[config.mk]
export PLATFORM = sky130hd
export DESIGN_NAME = differential_drive_odometry_core_flat
export DESIGN_NICKNAME = d
export VERILOG_FILES = /design/src/ddo_pkg.sv /design/src/ddo_meas_if.sv /design/src/ddo_pose_if.sv /design/src/differential_drive_odometry_core.sv /design/src/flat_wrapper.sv
export SDC_FILE = /design/constraint.sdc
export NUM_CORES = 2
export LEC_CHECK = 0
export ABC_CLOCK_PERIOD_IN_PS = 16700
export BUFFER_PORTS_ARGS = -buffer_cell sky130_fd_sc_hd__buf_2
export CAP_MARGIN = 10
export CORE_ASPECT_RATIO = 0.7
export CORE_MARGIN = 2
export CORE_UTILIZATION = 45
export CTS_CLUSTER_SIZE = 24
export DETAILED_ROUTE_END_ITERATION = 16
export GPL_TIMING_DRIVEN = 1
export RECOVER_POWER = 100
export SYNTH_ARGS = -nofsm -noshare
export SYNTH_HDL_FRONTEND = slang
export SYNTH_SLANG_ARGS = --single-unit
[constraint.sdc]
create_clock -name clk -period 16.7 [get_ports clk]
set_clock_uncertainty 0.05 [all_clocks]
set_input_delay 1.67 -clock clk [delete_from_list [all_inputs] [get_ports clk]]
set_output_delay 1.67 -clock clk [all_outputs]
set_load 0.02 [all_outputs]
[src/ddo_pkg.sv]
`timescale 1ns / 1ps
// Shared types, constants and the arctangent table of the odometry core.
package ddo_pkg;

	localparam int CORDIC_STEPS_DEF = 24;
	localparam int ADDR_W = 3;

	localparam logic [23:0] MM_PER_COUNT_RST = 24'd2048;
	localparam logic [31:0] ANGLE_PER_MM_RST = 32'd8544674;
	localparam logic signed [33:0] CORDIC_GAIN = 34'sd652032874;
	localparam logic [31:0] SAT_MAX = 32'h7fff_ffff;
	localparam logic [31:0] HALF_TURN = 32'h8000_0000;

	typedef enum logic {
		REG_MM_PER_COUNT = 1'b0,
		REG_ANGLE_PER_MM = 1'b1
	} reg_idx_t;

	typedef enum logic [3:0] {
		S_IDLE,
		S_DELTA,
		S_MUL1,
		S_PREP,
		S_MUL2,
		S_ANGLE,
		S_CORDIC,
		S_XYSET,
		S_MULXY,
		S_RATE,
		S_FINISH
	} state_t;

	function automatic logic [31:0] atan_lut(input logic [4:0] i);
		logic [31:0] v;
		case (i)
			5'd0: v = 32'h20000000;
			5'd1: v = 32'h12E4051E;
			5'd2: v = 32'h09FB385B;
			5'd3: v = 32'h051111D4;
			5'd4: v = 32'h028B0D43;
			5'd5: v = 32'h0145D7E1;
			5'd6: v = 32'h00A2F61E;
			5'd7: v = 32'h00517C55;
			5'd8: v = 32'h0028BE53;
			5'd9: v = 32'h00145F2F;
			5'd10: v = 32'h000A2F98;
			5'd11: v = 32'h000517CC;
			5'd12: v = 32'h00028BE6;
			5'd13: v = 32'h000145F3;
			5'd14: v = 32'h0000A2FA;
			5'd15: v = 32'h0000517D;
			5'd16: v = 32'h000028BE;
			5'd17: v = 32'h0000145F;
			5'd18: v = 32'h00000A30;
			5'd19: v = 32'h00000518;
			5'd20: v = 32'h0000028C;
			5'd21: v = 32'h00000146;
			5'd22: v = 32'h000000A3;
			5'd23: v = 32'h00000051;
			5'd24: v = 32'h00000029;
			5'd25: v = 32'h00000014;
			5'd26: v = 32'h0000000A;
			5'd27: v = 32'h00000005;
			5'd28: v = 32'h00000003;
			5'd29: v = 32'h00000001;
			5'd30: v = 32'h00000001;
			default: v = 32'h00000000;
		endcase
		return v;
	endfunction

endpackage

[src/ddo_meas_if.sv]
`timescale 1ns / 1ps
// Measurement channel: encoder counts and elapsed time.
interface ddo_meas_if;
	logic valid;
	logic ready;
	logic signed [31:0] left_position;
	logic signed [31:0] right_position;
	logic [15:0] elapsed_ms;

	modport source(output valid, left_position, right_position, elapsed_ms, input ready);
	modport sink(input valid, left_position, right_position, elapsed_ms, output ready);
endinterface

[src/ddo_pose_if.sv]
`timescale 1ns / 1ps
// Pose channel: position, heading and speeds.
interface ddo_pose_if;
	logic valid;
	logic ready;
	logic signed [31:0] pos_x;
	logic signed [31:0] pos_y;
	logic signed [31:0] heading;
	logic signed [31:0] speed;
	logic signed [31:0] turn_rate;

	modport source(output valid, pos_x, pos_y, heading, speed, turn_rate, input ready);
	modport sink(input valid, pos_x, pos_y, heading, speed, turn_rate, output ready);
endinterface

[src/differential_drive_odometry_core.sv]
`timescale 1ns / 1ps
// Differential-drive odometry core: bit-serial multipliers, dividers and an iterative CORDIC.
// An item with elapsed_ms of zero goes straight to the finish state and returns the current
// pose unchanged. Any other item passes through a 24-step shift-add multiply for the wheel
// travel, a 32-step multiply by angle_per_mm, the CORDIC iterations and a 34-step multiply
// for the x and y steps. The 51-step speed and turn-rate dividers run alongside the CORDIC
// and the x and y multiply, and hold the sequencer when CORDIC_STEPS is below 16. One item
// is in work at a time; a finished item waits in the output register while the next one is
// taken, and a second finished item waits until that register is free.
module differential_drive_odometry_core #(
	parameter int CORDIC_STEPS = ddo_pkg::CORDIC_STEPS_DEF
) (
	input logic clk,
	input logic arst_n,
	ddo_meas_if.sink meas,
	ddo_pose_if.source pose,
	input logic psel,
	input logic penable,
	input logic pwrite,
	input logic [ddo_pkg::ADDR_W-1:0] paddr,
	input logic [31:0] pwdata,
	output logic [31:0] prdata,
	output logic pready
);

	ddo_pkg::state_t st_q, st_d;
	logic [5:0] cnt_q;
	logic [5:0] div_cnt_q;
	logic div_busy_q;
	logic out_valid_q;
	logic load_out;
	logic cfg_wr;

	logic [23:0] mpc_q;
	logic [31:0] apm_q;

	logic [31:0] prev_l_q, prev_r_q;
	logic [31:0] acc_x_q, acc_y_q, acc_h_q;
	logic [31:0] spd_q, trn_q;

	logic [31:0] l_q, r_q;
	logic [15:0] ms_q;
	logic signed [32:0] sd_q, dd_q;
	logic [33:0] mplr_q, mply_q;
	logic signed [33:0] ps_acc_q, pd_acc_q;
	logic [23:0] ps_lo_q, pd_lo_q;
	logic signed [55:0] dist_q;
	logic signed [56:0] diff_q;
	logic [56:0] mag_q, p_acc_q;
	logic [31:0] p_lo_q;
	logic signed [33:0] cx_q, cy_q, cz_q;
	logic flip_q;
	logic signed [56:0] mcand_q;
	logic signed [57:0] xa_q, ya_q;
	logic [33:0] xlo_q, ylo_q;
	logic [50:0] sn_q, tn_q;
	logic [16:0] srem_q, trem_q;
	logic ssat_q, tsat_q, sneg_q, tneg_q;
	logic [31:0] ox_q, oy_q, oh_q, os_q, ot_q;

	logic [31:0] dl, dr;
	logic signed [34:0] s_sum, d_sum;
	logic [56:0] psum, pdif, dist_t;
	logic [57:0] p_sum;
	logic [88:0] prod;
	logic [48:0] sp49;
	logic [31:0] ang, ang2;
	logic [55:0] dmag;
	logic [50:0] snum;
	logic signed [33:0] dx, dy, at;
	logic xy_last;
	logic signed [57:0] xadd, yadd;
	logic signed [58:0] x_sum, y_sum;
	logic [16:0] srem_sh, trem_sh;
	logic [17:0] strial, ttrial;
	logic [31:0] smag, tmag, spd_new, trn_new;

	assign cfg_wr = psel && penable && pwrite;
	assign pready = 1'b1;

	always_comb begin
		case (ddo_pkg::reg_idx_t'(paddr[2]))
			ddo_pkg::REG_MM_PER_COUNT: prdata = {8'd0, mpc_q};
			ddo_pkg::REG_ANGLE_PER_MM: prdata = apm_q;
			default: prdata = 32'd0;
		endcase
	end

	always_ff @(posedge clk or negedge arst_n) begin
		if (!arst_n) begin
			mpc_q <= ddo_pkg::MM_PER_COUNT_RST;
			apm_q <= ddo_pkg::ANGLE_PER_MM_RST;
		end else if (cfg_wr) begin
			case (ddo_pkg::reg_idx_t'(paddr[2]))
				ddo_pkg::REG_MM_PER_COUNT: mpc_q <= pwdata[23:0];
				ddo_pkg::REG_ANGLE_PER_MM: apm_q <= pwdata;
				default: ;
			endcase
		end
	end

	// sequencer
	always_ff @(posedge clk or negedge arst_n) begin
		if (!arst_n) begin
			st_q <= ddo_pkg::S_IDLE;
		end else begin
			st_q <= st_d;
		end
	end

	always_comb begin
		st_d = st_q;
		meas.ready = 1'b0;
		load_out = 1'b0;
		case (st_q)
			ddo_pkg::S_IDLE: begin
				meas.ready = 1'b1;
				if (meas.valid) begin
					st_d = (meas.elapsed_ms == 16'd0) ? ddo_pkg::S_FINISH : ddo_pkg::S_DELTA;
				end
			end
			ddo_pkg::S_DELTA: st_d = ddo_pkg::S_MUL1;
			ddo_pkg::S_MUL1: if (cnt_q == 6'd23) st_d = ddo_pkg::S_PREP;
			ddo_pkg::S_PREP: st_d = ddo_pkg::S_MUL2;
			ddo_pkg::S_MUL2: if (cnt_q == 6'd31) st_d = ddo_pkg::S_ANGLE;
			ddo_pkg::S_ANGLE: st_d = ddo_pkg::S_CORDIC;
			ddo_pkg::S_CORDIC: if (cnt_q == 6'(CORDIC_STEPS - 1)) st_d = ddo_pkg::S_XYSET;
			ddo_pkg::S_XYSET: st_d = ddo_pkg::S_MULXY;
			ddo_pkg::S_MULXY: if (cnt_q == 6'd33) st_d = ddo_pkg::S_RATE;
			ddo_pkg::S_RATE: if (!div_busy_q) st_d = ddo_pkg::S_FINISH;
			ddo_pkg::S_FINISH: begin
				if (!out_valid_q || pose.ready) begin
					load_out = 1'b1;
					st_d = ddo_pkg::S_IDLE;
				end
			end
			default: st_d = ddo_pkg::S_IDLE;
		endcase
	end

	always_ff @(posedge clk or negedge arst_n) begin
		if (!arst_n) begin
			cnt_q <= 6'd0;
			out_valid_q <= 1'b0;
		end else begin
			cnt_q <= (st_d != st_q) ? 6'd0 : cnt_q + 6'd1;
			if (load_out) begin
				out_valid_q <= 1'b1;
			end else if (pose.ready) begin
				out_valid_q <= 1'b0;
			end
		end
	end

	// serial multiplier steps
	assign dl = l_q - prev_l_q;
	assign dr = r_q - prev_r_q;
	assign s_sum = {ps_acc_q[33], ps_acc_q} + (mplr_q[0] ? {{2{sd_q[32]}}, sd_q} : 35'sd0);
	assign d_sum = {pd_acc_q[33], pd_acc_q} + (mplr_q[0] ? {{2{dd_q[32]}}, dd_q} : 35'sd0);
	assign psum = {ps_acc_q[32:0], ps_lo_q};
	assign pdif = {pd_acc_q[32:0], pd_lo_q};
	assign dist_t = psum + {56'd0, psum[56]};
	assign p_sum = {1'b0, p_acc_q} + (mplr_q[0] ? {1'b0, mag_q} : 58'd0);
	assign prod = {p_acc_q, p_lo_q};
	assign sp49 = diff_q[56] ? (49'd0 - prod[48:0]) : prod[48:0];
	assign ang = acc_h_q + sp49[48:17];
	assign ang2 = (ang[31] ^ ang[30]) ? ang + ddo_pkg::HALF_TURN : ang;
	assign dmag = dist_q[55] ? 56'd0 - 56'(dist_q) : 56'(dist_q);
	assign snum = {dmag[40:0], 10'd0} - {6'd0, dmag[40:0], 4'd0} - {7'd0, dmag[40:0], 3'd0};

	// CORDIC step
	assign dx = cy_q >>> cnt_q[4:0];
	assign dy = cx_q >>> cnt_q[4:0];
	assign at = {2'b00, ddo_pkg::atan_lut(cnt_q[4:0])};

	assign xy_last = (cnt_q == 6'd33);
	assign xadd = mplr_q[0] ? {mcand_q[56], mcand_q} : 58'sd0;
	assign yadd = mply_q[0] ? {mcand_q[56], mcand_q} : 58'sd0;
	assign x_sum = xy_last ? {xa_q[57], xa_q} - {xadd[57], xadd}
		: {xa_q[57], xa_q} + {xadd[57], xadd};
	assign y_sum = xy_last ? {ya_q[57], ya_q} - {yadd[57], yadd}
		: {ya_q[57], ya_q} + {yadd[57], yadd};

	always_ff @(posedge clk) begin
		case (st_q)
			ddo_pkg::S_IDLE: begin
				l_q <= meas.left_position;
				r_q <= meas.right_position;
				ms_q <= meas.elapsed_ms;
			end
			ddo_pkg::S_DELTA: begin
				sd_q <= {dl[31], dl} + {dr[31], dr};
				dd_q <= {dr[31], dr} - {dl[31], dl};
				mplr_q <= {10'd0, mpc_q};
				ps_acc_q <= 34'sd0;
				pd_acc_q <= 34'sd0;
			end
			ddo_pkg::S_MUL1: begin
				ps_acc_q <= s_sum[34:1];
				pd_acc_q <= d_sum[34:1];
				ps_lo_q <= {s_sum[0], ps_lo_q[23:1]};
				pd_lo_q <= {d_sum[0], pd_lo_q[23:1]};
				mplr_q <= {1'b0, mplr_q[33:1]};
			end
			ddo_pkg::S_PREP: begin
				dist_q <= dist_t[56:1];
				diff_q <= pdif;
				mag_q <= pdif[56] ? 57'd0 - pdif : pdif;
				p_acc_q <= 57'd0;
				mplr_q <= {2'd0, apm_q};
			end
			ddo_pkg::S_MUL2: begin
				p_acc_q <= p_sum[57:1];
				p_lo_q <= {p_sum[0], p_lo_q[31:1]};
				mplr_q <= {1'b0, mplr_q[33:1]};
			end
			ddo_pkg::S_ANGLE: begin
				flip_q <= ang[31] ^ ang[30];
				cz_q <= {{2{ang2[31]}}, ang2};
				cx_q <= ddo_pkg::CORDIC_GAIN;
				cy_q <= 34'sd0;
			end
			ddo_pkg::S_CORDIC: begin
				if (!cz_q[33]) begin
					cx_q <= cx_q - dx;
					cy_q <= cy_q + dy;
					cz_q <= cz_q - at;
				end else begin
					cx_q <= cx_q + dx;
					cy_q <= cy_q - dy;
					cz_q <= cz_q + at;
				end
			end
			ddo_pkg::S_XYSET: begin
				mcand_q <= flip_q ? 57'sd0 - {dist_q[55], dist_q} : {dist_q[55], dist_q};
				mplr_q <= cx_q;
				mply_q <= cy_q;
				xa_q <= 58'sd0;
				ya_q <= 58'sd0;
			end
			ddo_pkg::S_MULXY: begin
				xa_q <= x_sum[58:1];
				ya_q <= y_sum[58:1];
				xlo_q <= {x_sum[0], xlo_q[33:1]};
				ylo_q <= {y_sum[0], ylo_q[33:1]};
				mplr_q <= {1'b0, mplr_q[33:1]};
				mply_q <= {1'b0, mply_q[33:1]};
			end
			default: ;
		endcase
	end

	// restoring dividers for speed and turn rate
	assign srem_sh = {srem_q[15:0], sn_q[50]};
	assign trem_sh = {trem_q[15:0], tn_q[50]};
	assign strial = {1'b0, srem_sh} - {2'd0, ms_q};
	assign ttrial = {1'b0, trem_sh} - {2'd0, ms_q};

	always_ff @(posedge clk) begin
		if (st_q == ddo_pkg::S_ANGLE) begin
			sn_q <= snum;
			tn_q <= {4'd0, prod[62:16]};
			srem_q <= 17'd0;
			trem_q <= 17'd0;
			ssat_q <= (dmag[55:41] != 15'd0);
			tsat_q <= (prod[88:63] != 26'd0);
			sneg_q <= dist_q[55];
			tneg_q <= diff_q[56];
		end else if (div_busy_q) begin
			if (!strial[17]) begin
				srem_q <= strial[16:0];
				sn_q <= {sn_q[49:0], 1'b1};
			end else begin
				srem_q <= srem_sh;
				sn_q <= {sn_q[49:0], 1'b0};
			end
			if (!ttrial[17]) begin
				trem_q <= ttrial[16:0];
				tn_q <= {tn_q[49:0], 1'b1};
			end else begin
				trem_q <= trem_sh;
				tn_q <= {tn_q[49:0], 1'b0};
			end
		end
	end

	always_ff @(posedge clk or negedge arst_n) begin
		if (!arst_n) begin
			div_busy_q <= 1'b0;
			div_cnt_q <= 6'd0;
		end else if (st_q == ddo_pkg::S_ANGLE) begin
			div_busy_q <= 1'b1;
			div_cnt_q <= 6'd0;
		end else if (div_busy_q) begin
			div_cnt_q <= div_cnt_q + 6'd1;
			if (div_cnt_q == 6'd50) div_busy_q <= 1'b0;
		end
	end

	assign smag = (ssat_q || sn_q[50:31] != 20'd0) ? ddo_pkg::SAT_MAX : sn_q[31:0];
	assign tmag = (tsat_q || tn_q[50:31] != 20'd0) ? ddo_pkg::SAT_MAX : tn_q[31:0];
	assign spd_new = sneg_q ? 32'd0 - smag : smag;
	assign trn_new = tneg_q ? 32'd0 - tmag : tmag;

	// odometry state
	always_ff @(posedge clk or negedge arst_n) begin
		if (!arst_n) begin
			prev_l_q <= 32'd0;
			prev_r_q <= 32'd0;
			acc_x_q <= 32'd0;
			acc_y_q <= 32'd0;
			acc_h_q <= 32'd0;
			spd_q <= 32'd0;
			trn_q <= 32'd0;
		end else begin
			if (st_q == ddo_pkg::S_DELTA) begin
				prev_l_q <= l_q;
				prev_r_q <= r_q;
			end
			if (st_q == ddo_pkg::S_ANGLE) begin
				acc_h_q <= acc_h_q + sp49[47:16];
			end
			if (st_q == ddo_pkg::S_RATE && !div_busy_q) begin
				acc_x_q <= acc_x_q + {xa_q[27:0], xlo_q[33:30]};
				acc_y_q <= acc_y_q + {ya_q[27:0], ylo_q[33:30]};
				spd_q <= spd_new;
				trn_q <= trn_new;
			end
		end
	end

	always_ff @(posedge clk) begin
		if (load_out) begin
			ox_q <= acc_x_q;
			oy_q <= acc_y_q;
			oh_q <= acc_h_q;
			os_q <= spd_q;
			ot_q <= trn_q;
		end
	end

	assign pose.valid = out_valid_q;
	assign pose.pos_x = ox_q;
	assign pose.pos_y = oy_q;
	assign pose.heading = oh_q;
	assign pose.speed = os_q;
	assign pose.turn_rate = ot_q;

endmodule

[src/flat_wrapper.sv]
// flat-port wrapper written by rule: the top's interface ports become plain ports
module differential_drive_odometry_core_flat 
#(
	parameter int CORDIC_STEPS = ddo_pkg::CORDIC_STEPS_DEF
)
  (clk, arst_n, psel, penable, pwrite, paddr, pwdata, prdata, pready, meas_valid, meas_left_position, meas_right_position, meas_elapsed_ms, meas_ready, pose_valid, pose_pos_x, pose_pos_y, pose_heading, pose_speed, pose_turn_rate, pose_ready);
  ddo_meas_if meas_i ();
  ddo_pose_if pose_i ();
  input logic clk;
  input logic arst_n;
  input logic psel;
  input logic penable;
  input logic pwrite;
  input logic [ddo_pkg::ADDR_W-1:0] paddr;
  input logic [31:0] pwdata;
  output logic [31:0] prdata;
  output logic pready;
  input wire logic [$bits(meas_i.valid)-1:0] meas_valid;
  input wire logic [$bits(meas_i.left_position)-1:0] meas_left_position;
  input wire logic [$bits(meas_i.right_position)-1:0] meas_right_position;
  input wire logic [$bits(meas_i.elapsed_ms)-1:0] meas_elapsed_ms;
  output wire logic [$bits(meas_i.ready)-1:0] meas_ready;
  output wire logic [$bits(pose_i.valid)-1:0] pose_valid;
  output wire logic [$bits(pose_i.pos_x)-1:0] pose_pos_x;
  output wire logic [$bits(pose_i.pos_y)-1:0] pose_pos_y;
  output wire logic [$bits(pose_i.heading)-1:0] pose_heading;
  output wire logic [$bits(pose_i.speed)-1:0] pose_speed;
  output wire logic [$bits(pose_i.turn_rate)-1:0] pose_turn_rate;
  input wire logic [$bits(pose_i.ready)-1:0] pose_ready;
  assign meas_i.valid = meas_valid;
  assign meas_i.left_position = meas_left_position;
  assign meas_i.right_position = meas_right_position;
  assign meas_i.elapsed_ms = meas_elapsed_ms;
  assign meas_ready = meas_i.ready;
  assign pose_valid = pose_i.valid;
  assign pose_pos_x = pose_i.pos_x;
  assign pose_pos_y = pose_i.pos_y;
  assign pose_heading = pose_i.heading;
  assign pose_speed = pose_i.speed;
  assign pose_turn_rate = pose_i.turn_rate;
  assign pose_i.ready = pose_ready;
  differential_drive_odometry_core #(.CORDIC_STEPS(CORDIC_STEPS)) u_core (.clk(clk), .arst_n(arst_n), .meas(meas_i), .pose(pose_i), .psel(psel), .penable(penable), .pwrite(pwrite), .paddr(paddr), .pwdata(pwdata), .prdata(prdata), .pready(pready));
endmodule
# == Word level (Yosys, flattened, before mapping) ==
# Memory sizes are Yosys's and may differ from the RTL's.
# Index checks and enable logic that the tools add are counted.
# totals
ff_bits,1529
romBits,960
out_inout_bits,195
memories,1
# mem_list
memory,depth,width,rd,rd_ports_with_merged_regs,wr,line,text
(name not given),32,30,1,0,0,ddo_pkg.sv:35,case (i)
# classes
add_sub_neg,35
n_eq_ne,15
n_shift,2
mux,58
bitwise,2
n_reduce_logical,24
# op_table
cell,count
$pmux 34 s2,6
$pmux 58 s2,2
$mux 32,5
$pmux 34 s4,1
$add 32x32->32,4
$add 58x58->59,2
$mux 59,2
$sub 58x58->59,2
$mux 58,2
$mux 57,2
$pmux 57 s2,1
$mux 56,2
$mux 34,3
$mux 51,2
$mux 47,2
$add 35x35->35,2
$mux 35,2
$add 34x34->34,2
$sshr 34x5->34,2
$sub 34x34->34,2
$pmux 32 s2,1
$sub 1x32->32 const A,2
$sub 32x32->32,2
$add 57x58->58,1
other kinds (41),82

# == Logic depth before layout (Yosys ltp) ==
# logic_depth
depth_word,6
ltp_mapped,33

# == Worst setup path after synthesis ==
# Ideal clock, no wire load.
# synth_timing
kind,input to register
startpoint,input port pose_ready
endpoint,"register u_core.oh_q[0], in the netlist u_core.pose.heading[0] (enable)"
t_arrival_ps,12488
required_ps,15775
slack_ps,3287
stages,2
path_cell_list,nor2b_1 > nor3_1
# synth_via
elab_chain_len,3
# synth_lines
element,line,text
"start, declared",flat_wrapper.sv:29,input wire logic [$bits(pose_i.ready)-1:0] pose_ready;
$logic_or 1x1->1,differential_drive_odometry_core.sv:132,if (!out_valid_q || pose.ready) begin
$mux 1,differential_drive_odometry_core.sv:132,
$mux 1,differential_drive_odometry_core.sv:115,case (st_q)
via u_core.load_out,differential_drive_odometry_core.sv:31,logic load_out;
"end signal, assigned",differential_drive_odometry_core.sv:336,oh_q <= acc_h_q;
"end, declared",differential_drive_odometry_core.sv:59,"logic [31:0] ox_q, oy_q, oh_q, os_q, ot_q;"
# The timed path passes the listed nets, and every way through them passes these cells.
# A chain may end at the register's enable or synchronous reset.

# == Worst setup path in the final report ==
# layout_timing
startpoint,register u_core.cnt_q[3]
endpoint,register u_core.xa_q[56] (data pin)
# layout_via
elab_chain_len,3
# layout_lines
element,line,text
"start, declared",differential_drive_odometry_core.sv:27,logic [5:0] cnt_q;
"start signal, assigned",differential_drive_odometry_core.sv:146,cnt_q <= (st_d != st_q) ? 6'd0 : cnt_q + 6'd1;
$eq 6x6->1,differential_drive_odometry_core.sv:176,assign xy_last = (cnt_q == 6'd33);
$mux 59,differential_drive_odometry_core.sv:179,"assign x_sum = xy_last ? {xa_q[57], xa_q} - {xadd[57], xadd}"
$pmux 58 s2,differential_drive_odometry_core.sv:185,case (st_q)
"end signal, assigned",differential_drive_odometry_core.sv:242,xa_q <= x_sum[58:1];
"end, declared",differential_drive_odometry_core.sv:54,"logic signed [57:0] xa_q, ya_q;"
# Every way passes these cells.

==> results.sh <==
export IMPL_synth_area_leaders="edfxtp_1 (32%), ha_1 (8.7%), dfrtp_1 (7.2%)"
export IMPL_core_um2=220700
export IMPL_row_count=144
export IMPL_synth_area_leader_cell="edfxtp_1"
export IMPL_syn_avg_cell_area_um2=9.491
export IMPL_placed_cells=13420
export IMPL_dieWidth_um=567.9
export IMPL_cts_sinks=1412
export IMPL_synth_cell_types=98
export IMPL_ff2ff_path_depth=19
export IMPL_setup_viol=0
export IMPL_drcViolationCount=0
export IMPL_routed_via_density=5.796
export IMPL_stdcell_count=13700
export IMPL_rsz0062_at_grt="no"
export IMPL_hold_violations=0
export IMPL_ios=317
export IMPL_syn_cell_area_um2=100200
export IMPL_grt_max_degree=151
export IMPL_endpoint_kind="flip-flop"
export IMPL_cts_resized=0
export IMPL_worst_slew_pin_slew_ns=9.204
export IMPL_drtIter0Drc=6731
export IMPL_violations="max-capacitance violations, max-slew violations"
export IMPL_dr_pass1_iters=6
export IMPL_dieArea_um2=226400
export IMPL_grt_pass1_wl_um=427900
export IMPL_final_layout_size_suffix_gt1_share_pct=6.190
export IMPL_grt_use_total_pct=23.51
export IMPL_grt_pass1_vias=74730
export IMPL_seq_area_frac_synth_pct=40.50
export IMPL_min_period_over_period_pct=62.03
export IMPL_drv_cap=55
export IMPL_cts_tree="done"
export IMPL_reg2reg_slack_ns=6.34
export IMPL_hpwl_um=205000
export IMPL_critical_path_class="reg -> reg"
export IMPL_synth_edf_count=1078
export IMPL_wl_um=273300
export IMPL_hold_class="reg -> reg"
export IMPL_worstPathMaxFanout=36
export IMPL_yosys_most_used_dff="edfxtp_1"
export IMPL_htree_levels=4
export IMPL_ant_nets=0
export IMPL_path_clk_slew_ns=0.06
export IMPL_arrival_ns=10.69
export IMPL_area_growth_pct=8.696
export IMPL_multi_input_area_um2=56250
export IMPL_ys_async_sr_fraction_pct=21.10
export IMPL_syn_num_nets=11420
export IMPL_vias=79390
export IMPL_nets=11530
export IMPL_clockBufferDepth=4
export IMPL_fp_dieH_um=398.7
export IMPL_ys_ff_latch=1412
export IMPL_start_kind="flip-flop"
export IMPL_cp_required_ns=17.03
export IMPL_cts_root_buf="clkbuf_16"
export IMPL_postCtsSetupBuffers=0
export IMPL_clock_latency_ns=0.84
export IMPL_tns_ns=0
export IMPL_status="finished, violations left"
export IMPL_period_minus_slack_ns=10.36
export IMPL_ys_warn_count=0
export IMPL_synth_top_area_share_pct=32.32
export IMPL_max_slew_margin_pct=-513.6
export IMPL_worstHoldPathCells=0
export IMPL_syn_inst=10550
export IMPL_start_util_pct=45.38
export IMPL_fillers=20570
export IMPL_port_buffers=313
export IMPL_gp_congestion=0.9265
export IMPL_ff_latch_area_um2=40570
export IMPL_timing_fmax_ghz=0.09653
export IMPL_overflow=0
export IMPL_report_final_slew_viol_count=3010
export IMPL_antenna_found_initial=10
export IMPL_hold_buffers=0
export IMPL_wl_per_cell_um=19.95
export IMPL_cts_buffers=158
==> cells by family after synthesis <==
family | after synthesis | synth area share [%]
xor gates and xnor gates | 983 | 8.604
muxes | 312 | 4.494
other | 1 | 0.003744
DFF | 1412 | 40.50
and+or+nand+nor | 3406 | 15.84
buffers and inverters | 867 | 3.343
AOI/OAI and AO/OA | 2823 | 17.49
adders and majority gates | 749 | 9.724
==> placed cells by master, fill, tap and decap left out, types with 179 or more instances in the layout <==
cell type  count
xnor2_1      612
nand2_1     1233
ha_1         700
a21o_1       342
nand3_1      179
o21ai_0      786
edfxtp_1    1078
inv_1        408
clkbuf_1     291
xor2_1       370
dfrtp_1      285
nor2_1       867
nor3_1       185
a21oi_1      806
==> cell usage after synthesis (113+ instances only) <==
cell type,n
nand3_1,181
nand2_1,1234
xnor2_1,612
a21o_1,342
nor2b_1,113
and2_1,191
nor2_1,870
clkbuf_1,357
nand2b_1,130
a21oi_1,806
o21ai_0,777
xor2_1,370
ha_1,700
edfxtp_1,1078
dfrtp_1,289
nor3_1,186
inv_1,407
==> stage by stage <==
stage | area, µm² | worst slack [ns] | hold slack, ns | utilization, %
after floorplan | 100200 | 3.287 | 0.3748 | -
after global placement | 104300 | 8.404 | 0.3798 | 47.27
after detailed placement | 104300 | 8.301 | 0.3833 | 47.27
after CTS | 109500 | 8.222 | 0.4000 | 49.59
after global routing | 108900 | 4.840 | 0.4042 | 49.32
final | 108900 | 6.340 | 0.3972 | 49.32
==> routing by layer <==
layer,wire length (µm),vias up,part of all wire [%],GRT usage [%]
met5,13,-,0.0048,0
met4,5968,2,2.2,5.150
met3,17650,338,6.5,3.276
met2,113800,2359,42,34.66
met1,135900,38110,50,36.27
li1,-,38580,-,-
==> critical path: stages (launching register included) <==
cell	delay, ns
dfrtp_1	0.86
clkbuf_1	1.54
or2_0	1.03
nor2_1	0.13
and3_1	0.75
o21ai_0	1.23
o211ai_1	0.41
ha_1	0.53
a21o_1	0.20
a21o_1	0.20
o22ai_1	0.21
and4b_1	0.23
a21oi_1	0.09
o21ai_0	0.79
o211ai_1	0.36
a41oi_1	0.46
o221ai_1	0.22
a211oi_1	0.34
xor2_1	0.18
nor2_1	0.05
==> area by class of cell <==
cell class	instances	area share, %
repair buffers	393	1.573
inverters	416	1.437
multi-input cells	8274	51.67
well taps	2920	3.356
clock inverters	75	0.7126
flip-flops and latches	1412	37.27
clock buffers	206	3.984
diodes	2	0.004597
==> flip-flops by register name, summed over array words and instances, names as in the netlist, 34 cells and up <==
register         count
u_core.tn_q         51
u_core.ps_acc_q     34
u_core.cz_q         34
u_core.ya_q         58
u_core.pd_acc_q     34
u_core.sn_q         51
u_core.cy_q         34
u_core.mplr_q       34
u_core.dist_q       56
u_core.mply_q       34
u_core.cx_q         34
u_core.xa_q         58
u_core.mcand_q      57
u_core.mag_q        57
u_core.p_acc_q      57
==> final timing paths <==
path / to / startpoint
max in group asynchronous: u_core.apm_q[28] / arst_n
min: u_core.pose.speed[0] / u_core.spd_q[0]
max: u_core.xa_q[56] / u_core.cnt_q[3]
max reg2reg: u_core.xa_q[56] / u_core.cnt_q[3]
min in group asynchronous: u_core.trn_q[28] / arst_n
min reg2reg: u_core.pose.speed[0] / u_core.spd_q[0]
Power is not shown: default switching activity piles up to over one toggle a cycle in this logic, so the estimate is an artifact.
